==> src/design/dlb_pkg.sv <==
// ----------------------------------------------------------------------------
// Discrete log BSGS package
// Constants, codes and shared types of the discrete logarithm block.
// ----------------------------------------------------------------------------
`default_nettype none

package dlb_pkg;

  localparam int RESIDUE_BITS = 16;
  localparam int TABLE_DEPTH  = 256;

  localparam int CFG_DATA_W = 16;
  localparam int CFG_IDX_W  = 2;
  localparam int LOG_W      = 16;
  localparam int STATUS_W   = 2;

  localparam logic [CFG_IDX_W-1:0] CFG_MODULUS     = 2'd0;
  localparam logic [CFG_IDX_W-1:0] CFG_BASE        = 2'd1;
  localparam logic [CFG_IDX_W-1:0] CFG_GROUP_ORDER = 2'd2;

  localparam logic [CFG_DATA_W-1:0] MODULUS_RST = 16'd2;
  localparam logic [CFG_DATA_W-1:0] BASE_RST    = 16'd1;
  localparam logic [CFG_DATA_W-1:0] ORDER_RST   = 16'd1;

  localparam logic [STATUS_W-1:0] STATUS_OK       = 2'd0;
  localparam logic [STATUS_W-1:0] STATUS_NOT_INV  = 2'd1;
  localparam logic [STATUS_W-1:0] STATUS_NO_MATCH = 2'd2;

  function automatic int max2(input int a, input int b);
    return (a > b) ? a : b;
  endfunction

  typedef enum logic [4:0] {
    OP_NONE,
    OP_LOAD,
    OP_RED_G,
    OP_SET_G,
    OP_RED_A,
    OP_SET_A,
    OP_EUC_INIT,
    OP_EUC_DIV,
    OP_EUC_STEP,
    OP_SET_INV,
    OP_K_STEP,
    OP_POW_INIT,
    OP_POW_MUL_R,
    OP_POW_SET_R,
    OP_POW_MUL_B,
    OP_POW_SET_B,
    OP_GF_INIT,
    OP_GF_MUL,
    OP_GF_SET,
    OP_SR_INIT,
    OP_SCAN,
    OP_BS_MUL,
    OP_BS_SET,
    OP_E_CALC,
    OP_E_MOD,
    OP_E_SET,
    OP_RES_OK,
    OP_RES_ERR1,
    OP_RES_ERR2
  } cmd_e;

  typedef struct packed {
    cmd_e op;
  } cmd_t;

  typedef struct packed {
    logic p_small;
    logic div_done;
    logic r1_zero;
    logic r0_one;
    logic k_more;
    logic e_zero;
    logic e_odd;
    logic gf_more;
    logic scan_done;
    logic bs_last;
    logic found;
    logic order_zero;
  } sts_t;

  typedef enum logic [4:0] {
    ST_IDLE,
    ST_CHK_P,
    ST_G_W,
    ST_RED_A,
    ST_A_W,
    ST_EUC_I,
    ST_EUC,
    ST_EUC_W,
    ST_EUC_END,
    ST_K,
    ST_POW,
    ST_POW_RW,
    ST_POW_B,
    ST_POW_BW,
    ST_GF,
    ST_GF_W,
    ST_SCAN,
    ST_BS_W,
    ST_E,
    ST_E_M,
    ST_E_W,
    ST_RES,
    ST_ERR1,
    ST_ERR2
  } state_e;

endpackage

`default_nettype wire

==> src/design/dlb_controller.sv <==
// ----------------------------------------------------------------------------
// Discrete log BSGS controller
// Sequences one request through reduction, inversion, table build, match
// scan and final reduction, and owns the handshake state.
// ----------------------------------------------------------------------------
`default_nettype none

module dlb_controller (
  input  logic           clk_i,
  input  logic           rst_ni,
  input  logic           req_valid_i,
  output logic           req_ready_o,
  output logic           rsp_valid_o,
  input  logic           rsp_ready_i,
  output dlb_pkg::cmd_t  cmd_o,
  input  dlb_pkg::sts_t  sts_i
);

  dlb_pkg::state_e state_q, state_d;
  logic            out_valid_q, out_valid_d;
  logic            out_free;

  assign out_free = !out_valid_q || rsp_ready_i;

  always_ff @(posedge clk_i or negedge rst_ni) begin
    if (!rst_ni) begin
      state_q     <= dlb_pkg::ST_IDLE;
      out_valid_q <= 1'b0;
    end else begin
      state_q     <= state_d;
      out_valid_q <= out_valid_d;
    end
  end

  always_comb begin
    state_d     = state_q;
    cmd_o.op    = dlb_pkg::OP_NONE;
    req_ready_o = 1'b0;
    out_valid_d = out_valid_q && !rsp_ready_i;
    case (state_q)
      dlb_pkg::ST_IDLE: begin
        req_ready_o = 1'b1;
        if (req_valid_i) begin
          cmd_o.op = dlb_pkg::OP_LOAD;
          state_d  = dlb_pkg::ST_CHK_P;
        end
      end
      dlb_pkg::ST_CHK_P: begin
        if (sts_i.p_small) begin
          state_d = dlb_pkg::ST_ERR1;
        end else begin
          cmd_o.op = dlb_pkg::OP_RED_G;
          state_d  = dlb_pkg::ST_G_W;
        end
      end
      dlb_pkg::ST_G_W: begin
        if (sts_i.div_done) begin
          cmd_o.op = dlb_pkg::OP_SET_G;
          state_d  = dlb_pkg::ST_RED_A;
        end
      end
      dlb_pkg::ST_RED_A: begin
        cmd_o.op = dlb_pkg::OP_RED_A;
        state_d  = dlb_pkg::ST_A_W;
      end
      dlb_pkg::ST_A_W: begin
        if (sts_i.div_done) begin
          cmd_o.op = dlb_pkg::OP_SET_A;
          state_d  = dlb_pkg::ST_EUC_I;
        end
      end
      dlb_pkg::ST_EUC_I: begin
        cmd_o.op = dlb_pkg::OP_EUC_INIT;
        state_d  = dlb_pkg::ST_EUC;
      end
      dlb_pkg::ST_EUC: begin
        if (sts_i.r1_zero) begin
          state_d = dlb_pkg::ST_EUC_END;
        end else begin
          cmd_o.op = dlb_pkg::OP_EUC_DIV;
          state_d  = dlb_pkg::ST_EUC_W;
        end
      end
      dlb_pkg::ST_EUC_W: begin
        if (sts_i.div_done) begin
          cmd_o.op = dlb_pkg::OP_EUC_STEP;
          state_d  = dlb_pkg::ST_EUC;
        end
      end
      dlb_pkg::ST_EUC_END: begin
        if (!sts_i.r0_one) begin
          state_d = dlb_pkg::ST_ERR1;
        end else begin
          cmd_o.op = dlb_pkg::OP_SET_INV;
          state_d  = dlb_pkg::ST_K;
        end
      end
      dlb_pkg::ST_K: begin
        if (sts_i.k_more) begin
          cmd_o.op = dlb_pkg::OP_K_STEP;
        end else begin
          cmd_o.op = dlb_pkg::OP_POW_INIT;
          state_d  = dlb_pkg::ST_POW;
        end
      end
      dlb_pkg::ST_POW: begin
        if (sts_i.e_zero) begin
          cmd_o.op = dlb_pkg::OP_GF_INIT;
          state_d  = dlb_pkg::ST_GF;
        end else if (sts_i.e_odd) begin
          cmd_o.op = dlb_pkg::OP_POW_MUL_R;
          state_d  = dlb_pkg::ST_POW_RW;
        end else begin
          cmd_o.op = dlb_pkg::OP_POW_MUL_B;
          state_d  = dlb_pkg::ST_POW_BW;
        end
      end
      dlb_pkg::ST_POW_RW: begin
        if (sts_i.div_done) begin
          cmd_o.op = dlb_pkg::OP_POW_SET_R;
          state_d  = dlb_pkg::ST_POW_B;
        end
      end
      dlb_pkg::ST_POW_B: begin
        cmd_o.op = dlb_pkg::OP_POW_MUL_B;
        state_d  = dlb_pkg::ST_POW_BW;
      end
      dlb_pkg::ST_POW_BW: begin
        if (sts_i.div_done) begin
          cmd_o.op = dlb_pkg::OP_POW_SET_B;
          state_d  = dlb_pkg::ST_POW;
        end
      end
      dlb_pkg::ST_GF: begin
        if (sts_i.gf_more) begin
          cmd_o.op = dlb_pkg::OP_GF_MUL;
          state_d  = dlb_pkg::ST_GF_W;
        end else begin
          cmd_o.op = dlb_pkg::OP_SR_INIT;
          state_d  = dlb_pkg::ST_SCAN;
        end
      end
      dlb_pkg::ST_GF_W: begin
        if (sts_i.div_done) begin
          cmd_o.op = dlb_pkg::OP_GF_SET;
          state_d  = dlb_pkg::ST_GF;
        end
      end
      dlb_pkg::ST_SCAN: begin
        if (!sts_i.scan_done) begin
          cmd_o.op = dlb_pkg::OP_SCAN;
        end else if (sts_i.bs_last) begin
          state_d = dlb_pkg::ST_E;
        end else begin
          cmd_o.op = dlb_pkg::OP_BS_MUL;
          state_d  = dlb_pkg::ST_BS_W;
        end
      end
      dlb_pkg::ST_BS_W: begin
        if (sts_i.div_done) begin
          cmd_o.op = dlb_pkg::OP_BS_SET;
          state_d  = dlb_pkg::ST_SCAN;
        end
      end
      dlb_pkg::ST_E: begin
        if (!sts_i.found) begin
          state_d = dlb_pkg::ST_ERR2;
        end else begin
          cmd_o.op = dlb_pkg::OP_E_CALC;
          state_d  = dlb_pkg::ST_E_M;
        end
      end
      dlb_pkg::ST_E_M: begin
        if (sts_i.order_zero) begin
          state_d = dlb_pkg::ST_RES;
        end else begin
          cmd_o.op = dlb_pkg::OP_E_MOD;
          state_d  = dlb_pkg::ST_E_W;
        end
      end
      dlb_pkg::ST_E_W: begin
        if (sts_i.div_done) begin
          cmd_o.op = dlb_pkg::OP_E_SET;
          state_d  = dlb_pkg::ST_RES;
        end
      end
      dlb_pkg::ST_RES: begin
        if (out_free) begin
          cmd_o.op    = dlb_pkg::OP_RES_OK;
          out_valid_d = 1'b1;
          state_d     = dlb_pkg::ST_IDLE;
        end
      end
      dlb_pkg::ST_ERR1: begin
        if (out_free) begin
          cmd_o.op    = dlb_pkg::OP_RES_ERR1;
          out_valid_d = 1'b1;
          state_d     = dlb_pkg::ST_IDLE;
        end
      end
      dlb_pkg::ST_ERR2: begin
        if (out_free) begin
          cmd_o.op    = dlb_pkg::OP_RES_ERR2;
          out_valid_d = 1'b1;
          state_d     = dlb_pkg::ST_IDLE;
        end
      end
      default: begin
        state_d = dlb_pkg::ST_IDLE;
      end
    endcase
  end

  assign rsp_valid_o = out_valid_q;

endmodule

`default_nettype wire

==> config.mk <==
export PLATFORM = sky130hd
export DESIGN_NAME = dlb_controller
export DESIGN_NICKNAME = d
export VERILOG_FILES = /design/src/design/dlb_pkg.sv /design/src/design/dlb_controller.sv
export SDC_FILE = /design/constraint.sdc
export NUM_CORES = 1
export LEC_CHECK = 0
export BUFFER_PORTS_ARGS = -buffer_cell sky130_fd_sc_hd__buf_4
export CAP_MARGIN = 25
export CORE_MARGIN = 5
export CORE_UTILIZATION = 35
export DETAILED_ROUTE_END_ITERATION = 6
export MAX_ROUTING_LAYER = met4
export PLACE_DENSITY = 0.54
export SYNTH_ARGS = -nofsm -noshare
export SYNTH_HDL_FRONTEND = slang
export SYNTH_SLANG_ARGS = --single-unit
==> constraint.sdc <==
create_clock -name clk_i -period 2.35 [get_ports clk_i]
set_clock_uncertainty 0.2 [all_clocks]
set_input_delay 0.235 -clock clk_i [delete_from_list [all_inputs] [get_ports clk_i]]
set_output_delay 0.235 -clock clk_i [all_outputs]
set_load 0.005 [all_outputs]
* Word-level counts from Yosys, hierarchy flattened
Index checks and enable logic that the tools add are counted.
** Word-level totals
- Word-level logic and storage cells :: 93
- Register bits :: 6
- Input bits :: 16
- Output and inout bits :: 7
** Cells by class
- Muxes and demuxes :: 49
- Reduce and logical (&&, ||, !) cells :: 7
- Eq/ne operators :: 35
** Operator list (count)
- 5-bit two-way mux :: 26
- 5-bit case mux with 24 select lines :: 1
- 5-bit case mux with 22 select lines :: 1
- 5-bit by 4-bit == test with 1-bit output (second input constant) :: 8
- 5-bit == test (second input constant) :: 8
- 2-bit != test (second input constant) :: 11
- 5-bit by 3-bit == test with 1-bit output (second input constant) :: 4
- 4-bit two-way mux :: 5
- 3-bit two-way mux :: 5
- 12-bit AND reduction :: 1
- 5-bit by 2-bit == test with 1-bit output (second input constant) :: 2
- 2-bit two-way mux :: 5
- 1-bit two-way mux :: 6
- 5-bit by 1-bit == test with 1-bit output (second input constant) :: 1
- 5-bit zero test :: 1
- 3-bit OR reduction :: 1
- 1-bit zero test :: 2
- 2-bit by 1-bit != test with 1-bit output (second input constant) :: 1
- 1-bit logical AND :: 1
- 1-bit logical OR :: 1

* Longest topological paths before layout
Gate-level depths: netlist of the first run.
- Depth in word-level cells :: 4
- Depth in mapped cells :: 8
- Gate-level depth less buffers :: 5

* Worst setup path after synthesis of the first run
No wires, ideal clock.
- Path type :: reg-to-output
- Start :: register state_q[1]
- End :: output cmd_o[0] (netlist name)
- Slack :: 468 ps
- Stages on the path, launching flop included :: 6
- Path buffers :: 1
- Data required time :: 1915 ps
- Data arrival time :: 1447 ps
- Cell sequence :: dfrtp_1 > buf_2 > nor2b_1 > nand4_1 > o21ai_0 > or4_1
** RTL lines
- start: declaration :: RTL line dlb_controller.sv:19 : dlb_pkg::state_e state_q, state_d;
- start signal: assignment :: RTL line dlb_controller.sv:27 : state_q <= dlb_pkg::ST_IDLE;
- start signal: assignment :: RTL line dlb_controller.sv:30 : state_q <= state_d;
- end: declaration :: RTL line dlb_controller.sv:15 : output dlb_pkg::cmd_t cmd_o,

==> results of run 1 <==
what timing repair did:
item                                    in CTS  in global routing
gates resized for setup                      5                 16
endpoints found under the hold margin        6                  0
hold buffers                                 1                  0
buffers inserted                             1                 11
pin swaps                                    1                  7
endpoints found under the setup margin       5                  5
through the flow:
stage	setup WS, ns	cell area (um^2)	power [uW]	utilization, %
final	-0.0110	1600	2380	52.9
after global routing	-0.0705	1600	2570	52.9
after CTS	-0.0158	1470	2120	48.5
after detailed placement	0.107	1420	1990	47.0
after global placement	0.0955	1420	2010	47.0
after floorplan	0.468	1100	1290	-
sequential cells by signal (all words and copies together) (netlist names):
signal	cells
state_q	5
rsp_valid_o	1
cells by family after synthesis:
group	count (synthesis)	synth area share (%)
and+or+nand+nor	84	41.4
AOI/OAI and AO/OA	56	33.6
buffers and inverters	18	8.67
DFF	6	13.7
muxes	2	1.83
xor gates and xnor gates	1	0.799
report_power, final:
part / internal, uW / leakage (uW) / switching [uW]
Clock: 57.6 / 0.0000138 / 34.6
Sequential: 168 / 0.0000710 / 116
Combinational: 991 / 0.000596 / 1010
final timing paths:
kind                                             start                endpoint  depth (start not counted)
worst min-delay path                            rst_ni  state_q[1]$_DFFE_PN0P_                          2
worst max register to register  state_q[0]$_DFFE_PN0P_  state_q[2]$_DFFE_PN0P_                          7
worst max-delay path            state_q[1]$_DFFE_PN0P_                cmd_o[0]                          6
max in group asynchronous                       rst_ni  state_q[0]$_DFFE_PN0P_                          2
min in group clk_i                         rsp_ready_i   rsp_valid_o$_DFF_PN0_                          3
worst min register to register   rsp_valid_o$_DFF_PN0_   rsp_valid_o$_DFF_PN0_                          2
routing by layer:
metal  global-route usage [%]  up-vias  share of wire (%)
met5                        -        -                  0
met3                     4.76        8                9.3
met2                     31.7       74                 47
met4                     7.36        0                1.5
li1                         -      721                  -
met1                     26.8      712                 42
final cells by class:
class	count	area, um^2	share of cell area, %
Tap cell	44	55.1	3.43
Inverter	3	11.3	0.703
Clock buffer	3	22.5	1.41
Timing Repair Buffer	57	472	29.4
Multi-Input combinational cell	143	885	55.2
Sequential cell	6	158	9.84
critical path, cell delays in order (launching register included):
cell	delay, ns
dfrtp_2	0.45
buf_12	0.15
xor2_2	0.14
a32oi_1	0.20
o21ai_1	0.11
or4_1	0.48
buf_4	0.15
cells in the final DEF, fill, tap and decap left out, drive strengths merged, types with 5 or more instances in the layout:
| cell | Yosys | final |
|---|---|---|
| nand2 | 16 | 16 |
| o22ai | 5 | 5 |
| a22oi | 5 | 5 |
| nor3 | 5 | 5 |
| dfrtp | 6 | 6 |
| nand3 | 11 | 11 |
| nor2 | 16 | 16 |
| o21ai | 16 | 16 |
| buf | 12 | 56 |
| a21oi | 9 | 9 |
| nand2b | 6 | 6 |
| nor2b | 11 | 11 |
==> impl_table.tex, run 1 <==
\begin{tabular}{lr}
\hline
Metric & Value \\
\hline
\multicolumn{2}{l}{\textbf{Status}} \\
Result of the run & complete, but fails checks \\
Violations in the final reports & setup timing \\
\multicolumn{2}{l}{\textbf{CTS}} \\
Clock latency reported for the late side of the worst-skew pair & 0.24 ns \\
Clock transition at the registers of the reported paths & 0.04 ns \\
TritonCTS clock tree & done \\
Maximum level of the CTS H-tree & 1 \\
Worst-case clock buffer depth & 2 \\
CTS sink cnt & 6 \\
Total CTS buffers & 3 \\
Master cell of the clock root buffer & clkbuf\_4 \\
\multicolumn{2}{l}{\textbf{Route}} \\
Routed wire length & 4390 um \\
Via-per-instance ratio & 5.92 \\
Total number of vias & 1515 \\
Routed wire length per instance & 17.1 um \\
First-pass DRT Iterations & 6 \\
Number of routed nets with antenna violations & 0 \\
First-iteration detailed-routing DRC count & 147 \\
DRC errors left & 0 \\
\multicolumn{2}{l}{\textbf{Setup path}} \\
Type of the worst setup path & flip-flop to output port \\
Category of the worst setup path launch point & flip-flop \\
Category of the worst setup path capture point & output port \\
Worst path arrival time & 1.93 ns \\
Register-to-Register Setup Slack & 0.22 ns \\
Critical Path Fanout Max & 5 \\
Critical path data required time & 1.91 ns \\
\multicolumn{2}{l}{\textbf{Synthesis}} \\
Commonest cells post-synth & nand2\_1, nor2\_1, o21ai\_0, nand3\_1, nor2b\_1 \\
Flop and latch count out of synthesis & 6 \\
Yosys warns & 0 \\
Proportion of synthesized chip area in sequential cells & 13.7\% \\
Async set-reset flop share out of synthesis & 100\% \\
Cell count after synthesis & 167 \\
Primary flip-flop cell chosen by synthesis mapping & dfrtp\_1 \\
Synth Cell Area & 1100 um\^{}2 \\
Distinct cell type count after synthesis & 46 \\
Synth Net Count & 183 \\
Area share of the largest cell type after synthesis & 13.7\% \\
Mapped Avg Cell Area & 6.56 um\^{}2 \\
Number of synthesized flops with an enable pin & 0 \\
Area contributors post-synth & dfrtp\_1, o21ai\_0, nor2b\_1, nand2\_1, nor2\_1 \\
Post-synthesis cell type with the largest combined area & dfrtp\_1 \\
\multicolumn{2}{l}{\textbf{Pwr}} \\
Static leakage & 0.000680 uW \\
Worst ir drop on vdd & 0.000731 V \\
Total power density per cell area & 1480 nW/um\^{}2 \\
\multicolumn{2}{l}{\textbf{Global routing}} \\
Grt total ovfl & 0 \\
Pin count of the biggest net entering global routing & 19 \\
Via count of the first global-routing pass & 1412 \\
Initial antenna violation count & 0 \\
Wire length of the first global-routing pass & 6840 um \\
Global router's overall resource usage & 20.7\% \\
\multicolumn{2}{l}{\textbf{Timing}} \\
Post-route setup slack & -0.0110 ns \\
Setup-failing EPs final & 1 \\
Sum of negative setup slack & -0.0110 ns \\
Worst-margin pin slew & 0.441 ns \\
Final Hold Violating Endpoints & 0 \\
Unrepaired setup endpoints after global routing & yes \\
Clock period minus final worst setup slack & 2.36 ns \\
Worst slack on hold paths & 0.135 ns \\
Slew Viols, Final & 0 \\
Fmax & 424 MHz \\
Crit share post-route & 100\% \\
Slew Limit Headroom & 70.4\% \\
\multicolumn{2}{l}{\textbf{Floorplanning}} \\
Die Outline Area & 4350 um\^{}2 \\
Die width & 66.0 um \\
I/O pins & 23 \\
Initial cell density of the core & 36.2\% \\
Height of the chip & 66.0 um \\
Num rows & 20 \\
Core region area & 3030 um\^{}2 \\
\multicolumn{2}{l}{\textbf{Place}} \\
Count of buffers inserted at the top-level ports & 22 \\
Final GP Congestion & 0.946 \\
Final HPWL DP & 3230 um \\
Number of placed cells counting well taps & 240 \\
\multicolumn{2}{l}{\textbf{Cells and area}} \\
Diodes inserted & 0 \\
Layout fillers & 301 \\
Count of non-filler cells in the finished layout & 256 \\
Number of nets in the final layout & 230 \\
Fraction of layout cells with a size suffix above 1 & 34.9\% \\
Synthesis-to-finish area growth & 46.2\% \\
\multicolumn{2}{l}{\textbf{Flow run}} \\
Number of max-capacitance violations reported & 0 \\
\multicolumn{2}{l}{\textbf{Worst hold path}} \\
Type of the most critical hold path & input port to async pin \\
\hline
\end{tabular}
(Power assumes the default switching activity.)
==> run 2, diff against run 1 <==
Settings changed: CORE_ASPECT_RATIO from default to 1.2.
==> impl_table.tex, run 2 (synthesized netlist as in run 1, its figures left out) <==
\begin{tabular}{lr}
\hline
Metric & Value \\
\hline
\multicolumn{2}{l}{\textbf{Status}} \\
Result of the run & complete, no violations \\
\multicolumn{2}{l}{\textbf{Route}} \\
Total number of vias & 1580 (+4.3\%) \\
Routed wire length per instance & 18.1 um (+5.5\%) \\
DRC errors left & 0 (unchanged) \\
Number of routed nets with antenna violations & 0 (unchanged) \\
First-iteration detailed-routing DRC count & 90 (-39\%) \\
Via-per-instance ratio & 6.32 (+6.8\%) \\
Routed wire length & 4520 um (+3.0\%) \\
First-pass DRT Iterations & 4 (-2) \\
\multicolumn{2}{l}{\textbf{Global routing}} \\
Wire length of the first global-routing pass & 6990 um (+2.1\%) \\
Grt total ovfl & 0 (unchanged) \\
Via count of the first global-routing pass & 1548 (+9.6\%) \\
Global router's overall resource usage & 21.4\% (+0.63 points) \\
Initial antenna violation count & 0 (unchanged) \\
Pin count of the biggest net entering global routing & 21 (+2) \\
\multicolumn{2}{l}{\textbf{Cells and area}} \\
Synthesis-to-finish area growth & 47.9\% \\
Fraction of layout cells with a size suffix above 1 & 37.9\% (+2.9 points) \\
Register name with the most flops & state\_q \\
Max FFs per register & 5 (unchanged) \\
Diodes inserted & 0 (unchanged) \\
Final cell utilization of the core & 53.6\% (+0.62 points) \\
Number of nets in the final layout & 232 (+0.87\%) \\
Most frequent cells in the layout & buf\_4, nor2\_1, nand2\_1, o21ai\_0, nand3\_1 \\
Most common cell after layout, fill and taps aside & buf\_4 \\
\multicolumn{2}{l}{\textbf{Timing}} \\
Slew Limit Headroom & 75.8\% (+5.4 points) \\
Worst slack on hold paths & 0.128 ns (-0.00714 ns) \\
Crit share post-route & 99.0\% (-1.5 points) \\
Setup-failing EPs final & 0 (-1) \\
Unrepaired setup endpoints after global routing & yes \\
Fmax & 430 MHz (+1.5\%) \\
Clock period minus final worst setup slack & 2.33 ns (-0.0355 ns) \\
Slew Viols, Final & 0 (unchanged) \\
Final Hold Violating Endpoints & 0 (unchanged) \\
Worst-margin pin slew & 0.359 ns (-0.0818 ns) \\
\multicolumn{2}{l}{\textbf{Floorplanning}} \\
Core region area & 3030 um\^{}2 (unchanged) \\
Height of the chip & 71.3 um (+8.1\%) \\
I/O pins & 23 (unchanged) \\
Die Outline Area & 4360 um\^{}2 (+0.11\%) \\
Die width & 61.1 um (-7.4\%) \\
Initial cell density of the core & 36.2\% (unchanged) \\
Num rows & 22 (+10\%) \\
\multicolumn{2}{l}{\textbf{CTS}} \\
Maximum level of the CTS H-tree & 1 (unchanged) \\
Clock latency reported for the late side of the worst-skew pair & 0.25 ns (about the same) \\
CTS sink cnt & 6 (unchanged) \\
Master cell of the clock root buffer & clkbuf\_4 \\
Total CTS buffers & 3 (unchanged) \\
Worst-case clock buffer depth & 2 (unchanged) \\
Clock transition at the registers of the reported paths & 0.05 ns (about the same) \\
TritonCTS clock tree & done \\
\multicolumn{2}{l}{\textbf{Place}} \\
Final HPWL DP & 3150 um (-2.3\%) \\
Count of buffers inserted at the top-level ports & 22 (unchanged) \\
Final GP Congestion & 0.972 (+2.8\%) \\
\multicolumn{2}{l}{\textbf{Setup path}} \\
Worst-path cell with the longest stage delay & or4\_1 \\
Category of the worst setup path capture point & output port \\
Critical path data required time & 1.91 ns (about the same) \\
Critical Path Fanout Max & 8 (+3) \\
Cells along the critical path & buf\_6 -> nor2b\_4 -> a21oi\_1 -> nor2\_1 -> or4\_1 -> buf\_4 \\
CP delay by family, top & simple AND/OR/NAND/NOR gates \\
Worst path arrival time & 1.89 ns (-0.04 ns) \\
Register-to-Register Setup Slack & 0.22 ns (about the same) \\
Sum of buffers and inverters on the critical path & 2 (unchanged) \\
Category of the worst setup path launch point & flip-flop \\
Type of the worst setup path & flip-flop to output port \\
Delay of the slowest critical-path stage & 0.52 ns (+0.04 ns) \\
\multicolumn{2}{l}{\textbf{Pwr}} \\
Combinational share of power & 84.5\% (+0.3 points) \\
Sw Ratio & 49.1\% (+0.27 points) \\
Part of the power in registers & 11.5\% (-0.4 points) \\
Internal power of the cells & 1240 uW (+2.3\%) \\
Total net switching power & 1200 uW (+3.4\%) \\
Share of power burned in the clock network & 4.0\% (about the same) \\
Worst ir drop on vdd & 0.000672 V (-8.0\%) \\
Static leakage & 0.000698 uW (+2.6\%) \\
Total power density per cell area & 1510 nW/um\^{}2 (+1.7\%) \\
\multicolumn{2}{l}{\textbf{Flow run}} \\
Number of max-capacitance violations reported & 0 (unchanged) \\
\multicolumn{2}{l}{\textbf{Worst hold path}} \\
Type of the most critical hold path & input port to async pin \\
\hline
\end{tabular}
## run 2: worst paths after layout
check	depth (start not counted)	endpoint	from
setup / recovery	6	cmd_o[0]	state_q[1]$_DFFE_PN0P_
hold / removal	2	state_q[4]$_DFFE_PN0P_	rst_ni
setup reg to reg	7	state_q[2]$_DFFE_PN0P_	state_q[1]$_DFFE_PN0P_
hold reg to reg	2	rsp_valid_o$_DFF_PN0_	rsp_valid_o$_DFF_PN0_
max in group asynchronous	2	state_q[1]$_DFFE_PN0P_	rst_ni
min in group clk_i	3	state_q[3]$_DFFE_PN0P_	sts_i[8]
## run 2: per-stage QoR
stage	power, uW	setup WS [ns]	setup TNS, ns	instances	cell area (um^2)
after floorplan	1290	0.468	0	167	1100
after global placement	1910	0.0642	0	231	1380
after detailed placement	1910	0.0592	0	231	1380
after CTS	2090	0.00350	0	239	1460
after global routing	2640	-0.0390	-0.101	250	1620
final	2450	0.0245	0	250	1620
## run 2: cell type report
type,count,area (um^2)
repair buffers,59,460
fillers,316,1410
flip-flops and latches,6,156
multi-input cells,143,926
clock buffers,3,22.5
well taps,36,45.0
inverters,3,11.3
## run 2: timing repair
action                                 in CTS  in global routing
cloned                                      0                  0
endpoints found under the hold margin       6                  0
pin swaps                                   0                  7
gates resized for setup                     8                 18
hold buffers                                1                  0
buffers inserted                            4                 11
setup endpoints to repair                   4                  5
## run 2: power by group through the flow
| stage | logic, uW | clock network, uW | registers, uW |
|---|---|---|---|
| global route | 2250 | 107 | 289 |
| detailed placement | 1570 | 0 | 331 |
| finish | 2070 | 98.0 | 282 |
| floorplan | 1080 | 0 | 205 |
| global placement | 1580 | 0 | 333 |
| CTS | 1670 | 99.9 | 316 |
## run 2: routing by layer
layer	global-route usage, %	routed length, um
met3	2.88	399
met5	-	0
met1	26.1	1770
met4	10.4	138
met2	33.6	2210
==> run 3, diff against run 2 <==
Settings changed: CELL_PAD_IN_SITES_DETAIL_PLACEMENT from default to 2, CELL_PAD_IN_SITES_GLOBAL_PLACEMENT from default to 2, CORE_UTILIZATION 35 to 29, PLACE_DENSITY 0.54 to 0.78.
==> impl_table.tex, run 3 (synthesized netlist as in run 1, its figures left out) <==
\begin{tabular}{lr}
\hline
Metric & Value \\
\hline
\multicolumn{2}{l}{\textbf{Route}} \\
Routed wire length per instance & 29.9 um (+65\%) \\
Uppermost layer routed & met4 \\
DRC errors left & 0 (unchanged) \\
First-iteration detailed-routing DRC count & 128 (+42\%) \\
Amount of wire on met3 after detailed routing & 499 um (+25\%) \\
Routed wire length & 8370 um (+85\%) \\
Via-per-instance ratio & 6.38 (+0.87\%) \\
Met2 WL & 4140 um (+87\%) \\
Met1 wire length & 3230 um (+82\%) \\
First-pass DRT Iterations & 4 (unchanged) \\
Total number of vias & 1785 (+13\%) \\
Number of routed nets with antenna violations & 0 (unchanged) \\
\multicolumn{2}{l}{\textbf{Pwr}} \\
Static leakage & 0.000786 uW (+13\%) \\
Internal power of the cells & 1470 uW (+18\%) \\
Total net switching power & 1630 uW (+36\%) \\
Sw Ratio & 52.6\% (+3.5 points) \\
Worst ir drop on vdd & 0.000767 V (+14\%) \\
Combinational share of power & 86.5\% (+2.0 points) \\
Post-layout power & 3110 uW (+27\%) \\
Share of power burned in the clock network & 5.3\% (+1.3 points) \\
Part of the power in registers & 8.2\% (-3.3 points) \\
Total power density per cell area & 1710 nW/um\^{}2 (+13\%) \\
\multicolumn{2}{l}{\textbf{Global routing}} \\
Wire length of the first global-routing pass & 10100 um (+45\%) \\
Global router's overall resource usage & 27.3\% (+5.9 points) \\
Grt total ovfl & 0 (unchanged) \\
Via count of the first global-routing pass & 1838 (+19\%) \\
Pin count of the biggest net entering global routing & 15 (-29\%) \\
Initial antenna violation count & 0 (unchanged) \\
\multicolumn{2}{l}{\textbf{Timing}} \\
Post-route setup slack & -0.101 ns (-0.125 ns) \\
Fmax & 408 MHz (-5.1\%) \\
Setup-failing EPs final & 2 (+2) \\
Slew Limit Headroom & 69.5\% (-6.2 points) \\
Unrepaired setup endpoints after global routing & yes \\
Worst-margin pin slew & 0.453 ns (+0.0941 ns) \\
Crit share post-route & 104\% (+5.3 points) \\
Clock period minus final worst setup slack & 2.45 ns (+0.125 ns) \\
Slew Viols, Final & 0 (unchanged) \\
Final Hold Violating Endpoints & 0 (unchanged) \\
Worst slack on hold paths & 0.175 ns (+0.0469 ns) \\
\multicolumn{2}{l}{\textbf{CTS}} \\
CTS sink cnt & 6 (unchanged) \\
Master cell of the clock root buffer & clkbuf\_8 \\
TritonCTS clock tree & done \\
Maximum level of the CTS H-tree & 1 (unchanged) \\
Total CTS buffers & 3 (unchanged) \\
Clock transition at the registers of the reported paths & 0.05 ns (about the same) \\
Worst-case clock buffer depth & 2 (unchanged) \\
Clock latency reported for the late side of the worst-skew pair & 0.23 ns (-0.02 ns) \\
\multicolumn{2}{l}{\textbf{Setup path}} \\
Category of the worst setup path capture point & output port \\
Reg2reg path depth & 7 (unchanged) \\
Critical Path Fanout Max & 9 (+1) \\
Worst setup path start & state\_q[2]\$\_DFFE\_PN0P\_ \\
Worst-path cell with the longest stage delay & dfrtp\_2 \\
Register-to-Register Setup Slack & -0.04 ns (-0.26 ns) \\
Endpoint of the worst register-to-register path & state\_q[2]\$\_DFFE\_PN0P\_ \\
Capturing element of the worst setup path & cmd\_o[3] \\
Cells along the critical path & buf\_6 -> buf\_4 -> nor2\_1 -> a21o\_1 -> a32oi\_1 -> o311ai\_0 -> buf\_4 \\
Startpoint of the worst-slack reg-to-reg timing path & state\_q[4]\$\_DFFE\_PN0P\_ \\
Critical Path Most Common Cell & buf\_4 \\
Delay of the slowest critical-path stage & 0.48 ns (-0.04 ns) \\
Critical path data required time & 1.91 ns (about the same) \\
Worst path arrival time & 2.02 ns (+0.13 ns) \\
Category of the worst setup path launch point & flip-flop \\
Type of the worst setup path & flip-flop to output port \\
\multicolumn{2}{l}{\textbf{Floorplanning}} \\
Core region area & 3630 um\^{}2 (+20\%) \\
Die width & 66.1 um (+8.2\%) \\
Initial cell density of the core & 30.2\% (-6.0 points) \\
Die Outline Area & 5110 um\^{}2 (+17\%) \\
I/O pins & 23 (unchanged) \\
Height of the chip & 77.3 um (+8.5\%) \\
Num rows & 24 (+9.1\%) \\
\multicolumn{2}{l}{\textbf{Cells and area}} \\
Max FFs per register & 5 (unchanged) \\
Sequential cell area & 156 um\^{}2 (unchanged) \\
Fraction of layout cells with a size suffix above 1 & 46.9\% (+9.1 points) \\
Multi-input logic area & 958 um\^{}2 (+3.5\%) \\
Register name with the most flops & state\_q \\
Diodes inserted & 0 (unchanged) \\
Layout fillers & 410 (+30\%) \\
Number of nets in the final layout & 246 (+6.0\%) \\
Most common cell after layout, fill and taps aside & buf\_4 \\
Most frequent cells in the layout & buf\_4, nor2\_1, nand2\_1, o21ai\_0, nand3\_1 \\
Synthesis-to-finish area growth & 66.2\% \\
\multicolumn{2}{l}{\textbf{Worst hold path}} \\
Type of the most critical hold path & input port to async pin \\
\multicolumn{2}{l}{\textbf{Place}} \\
Count of buffers inserted at the top-level ports & 22 (unchanged) \\
Final GP Congestion & 0.866 (-11\%) \\
Final HPWL DP & 4500 um (+43\%) \\
\multicolumn{2}{l}{\textbf{Flow run}} \\
Number of max-capacitance violations reported & 0 (unchanged) \\
\multicolumn{2}{l}{\textbf{Status}} \\
Violations in the final reports & setup timing \\
Result of the run & complete, but fails checks \\
\hline
\end{tabular}
[run 3: how the worst min path moves through the flow]
stage	slack, ns	cells past startpoint	from	to
6_report	0.17	2	rst_ni	rsp_valid_o$_DFF_PN0_
5_1_grt	0.19	2	rst_ni	rsp_valid_o$_DFF_PN0_
4_1_cts	0.16	2	rst_ni	rsp_valid_o$_DFF_PN0_
3_5_place_dp	-0.15	1	rst_ni	rsp_valid_o$_DFF_PN0_
3_3_place_gp	-0.16	1	rst_ni	rsp_valid_o$_DFF_PN0_
2_1_floorplan	-0.26	0	rst_ni	rsp_valid_o$_DFF_PN0_
[run 3: final cells by class]
type / instances / area share [%]
sequential: 6 / 8.59
inverter: 3 / 0.618
clock buffer: 3 / 2.27
multi-input combinational: 143 / 52.6
tap: 52 / 3.57
timing repair buffer: 73 / 32.3
[run 3: worst max-delay path, delay by kind of cell, from the launching register on]
kind / cells / cell delay (ns)
flip-flops: 1 / 0.48
AND/OR/NAND/NOR: 1 / 0.19
AO/OA/AOI/OAI: 3 / 0.60
buffers and inverters: 3 / 0.51
[run 3: metal layers]
metal	vias up	GRT usage, %
met5	-	-
met4	0	8.94
met1	889	30.5
met3	45	3.32
met2	101	49.2
li1	750	-
[run 3: through the flow]
stage	worst slack (ns)	utilization [%]	instance area (um^2)	instances	TNS, ns
floorplan	0.468	-	1100	167	0
global placement	0.0512	39.7	1440	251	0
detailed placement	-0.00174	39.7	1440	251	-0.00174
CTS	0.00510	44.2	1610	269	0
global route	-0.188	50.1	1820	280	-0.435
finish	-0.101	50.1	1820	280	-0.136
[run 3: power groups by stage]
stage	clock network (uW)	logic (uW)	registers, uW
finish	164	2690	254
global route	175	2840	258
CTS	156	2020	301
detailed placement	0	1760	347
global placement	0	1670	337
floorplan	0	1080	205
[run 3: what timing repair did]
action	4_1_cts	5_1_grt
endpoints found under the hold margin	6	0
hold buffers	1	0
pin swaps	0	8
setup buffers	14	11
gates resized for setup	6	38
setup endpoints to repair	4	6
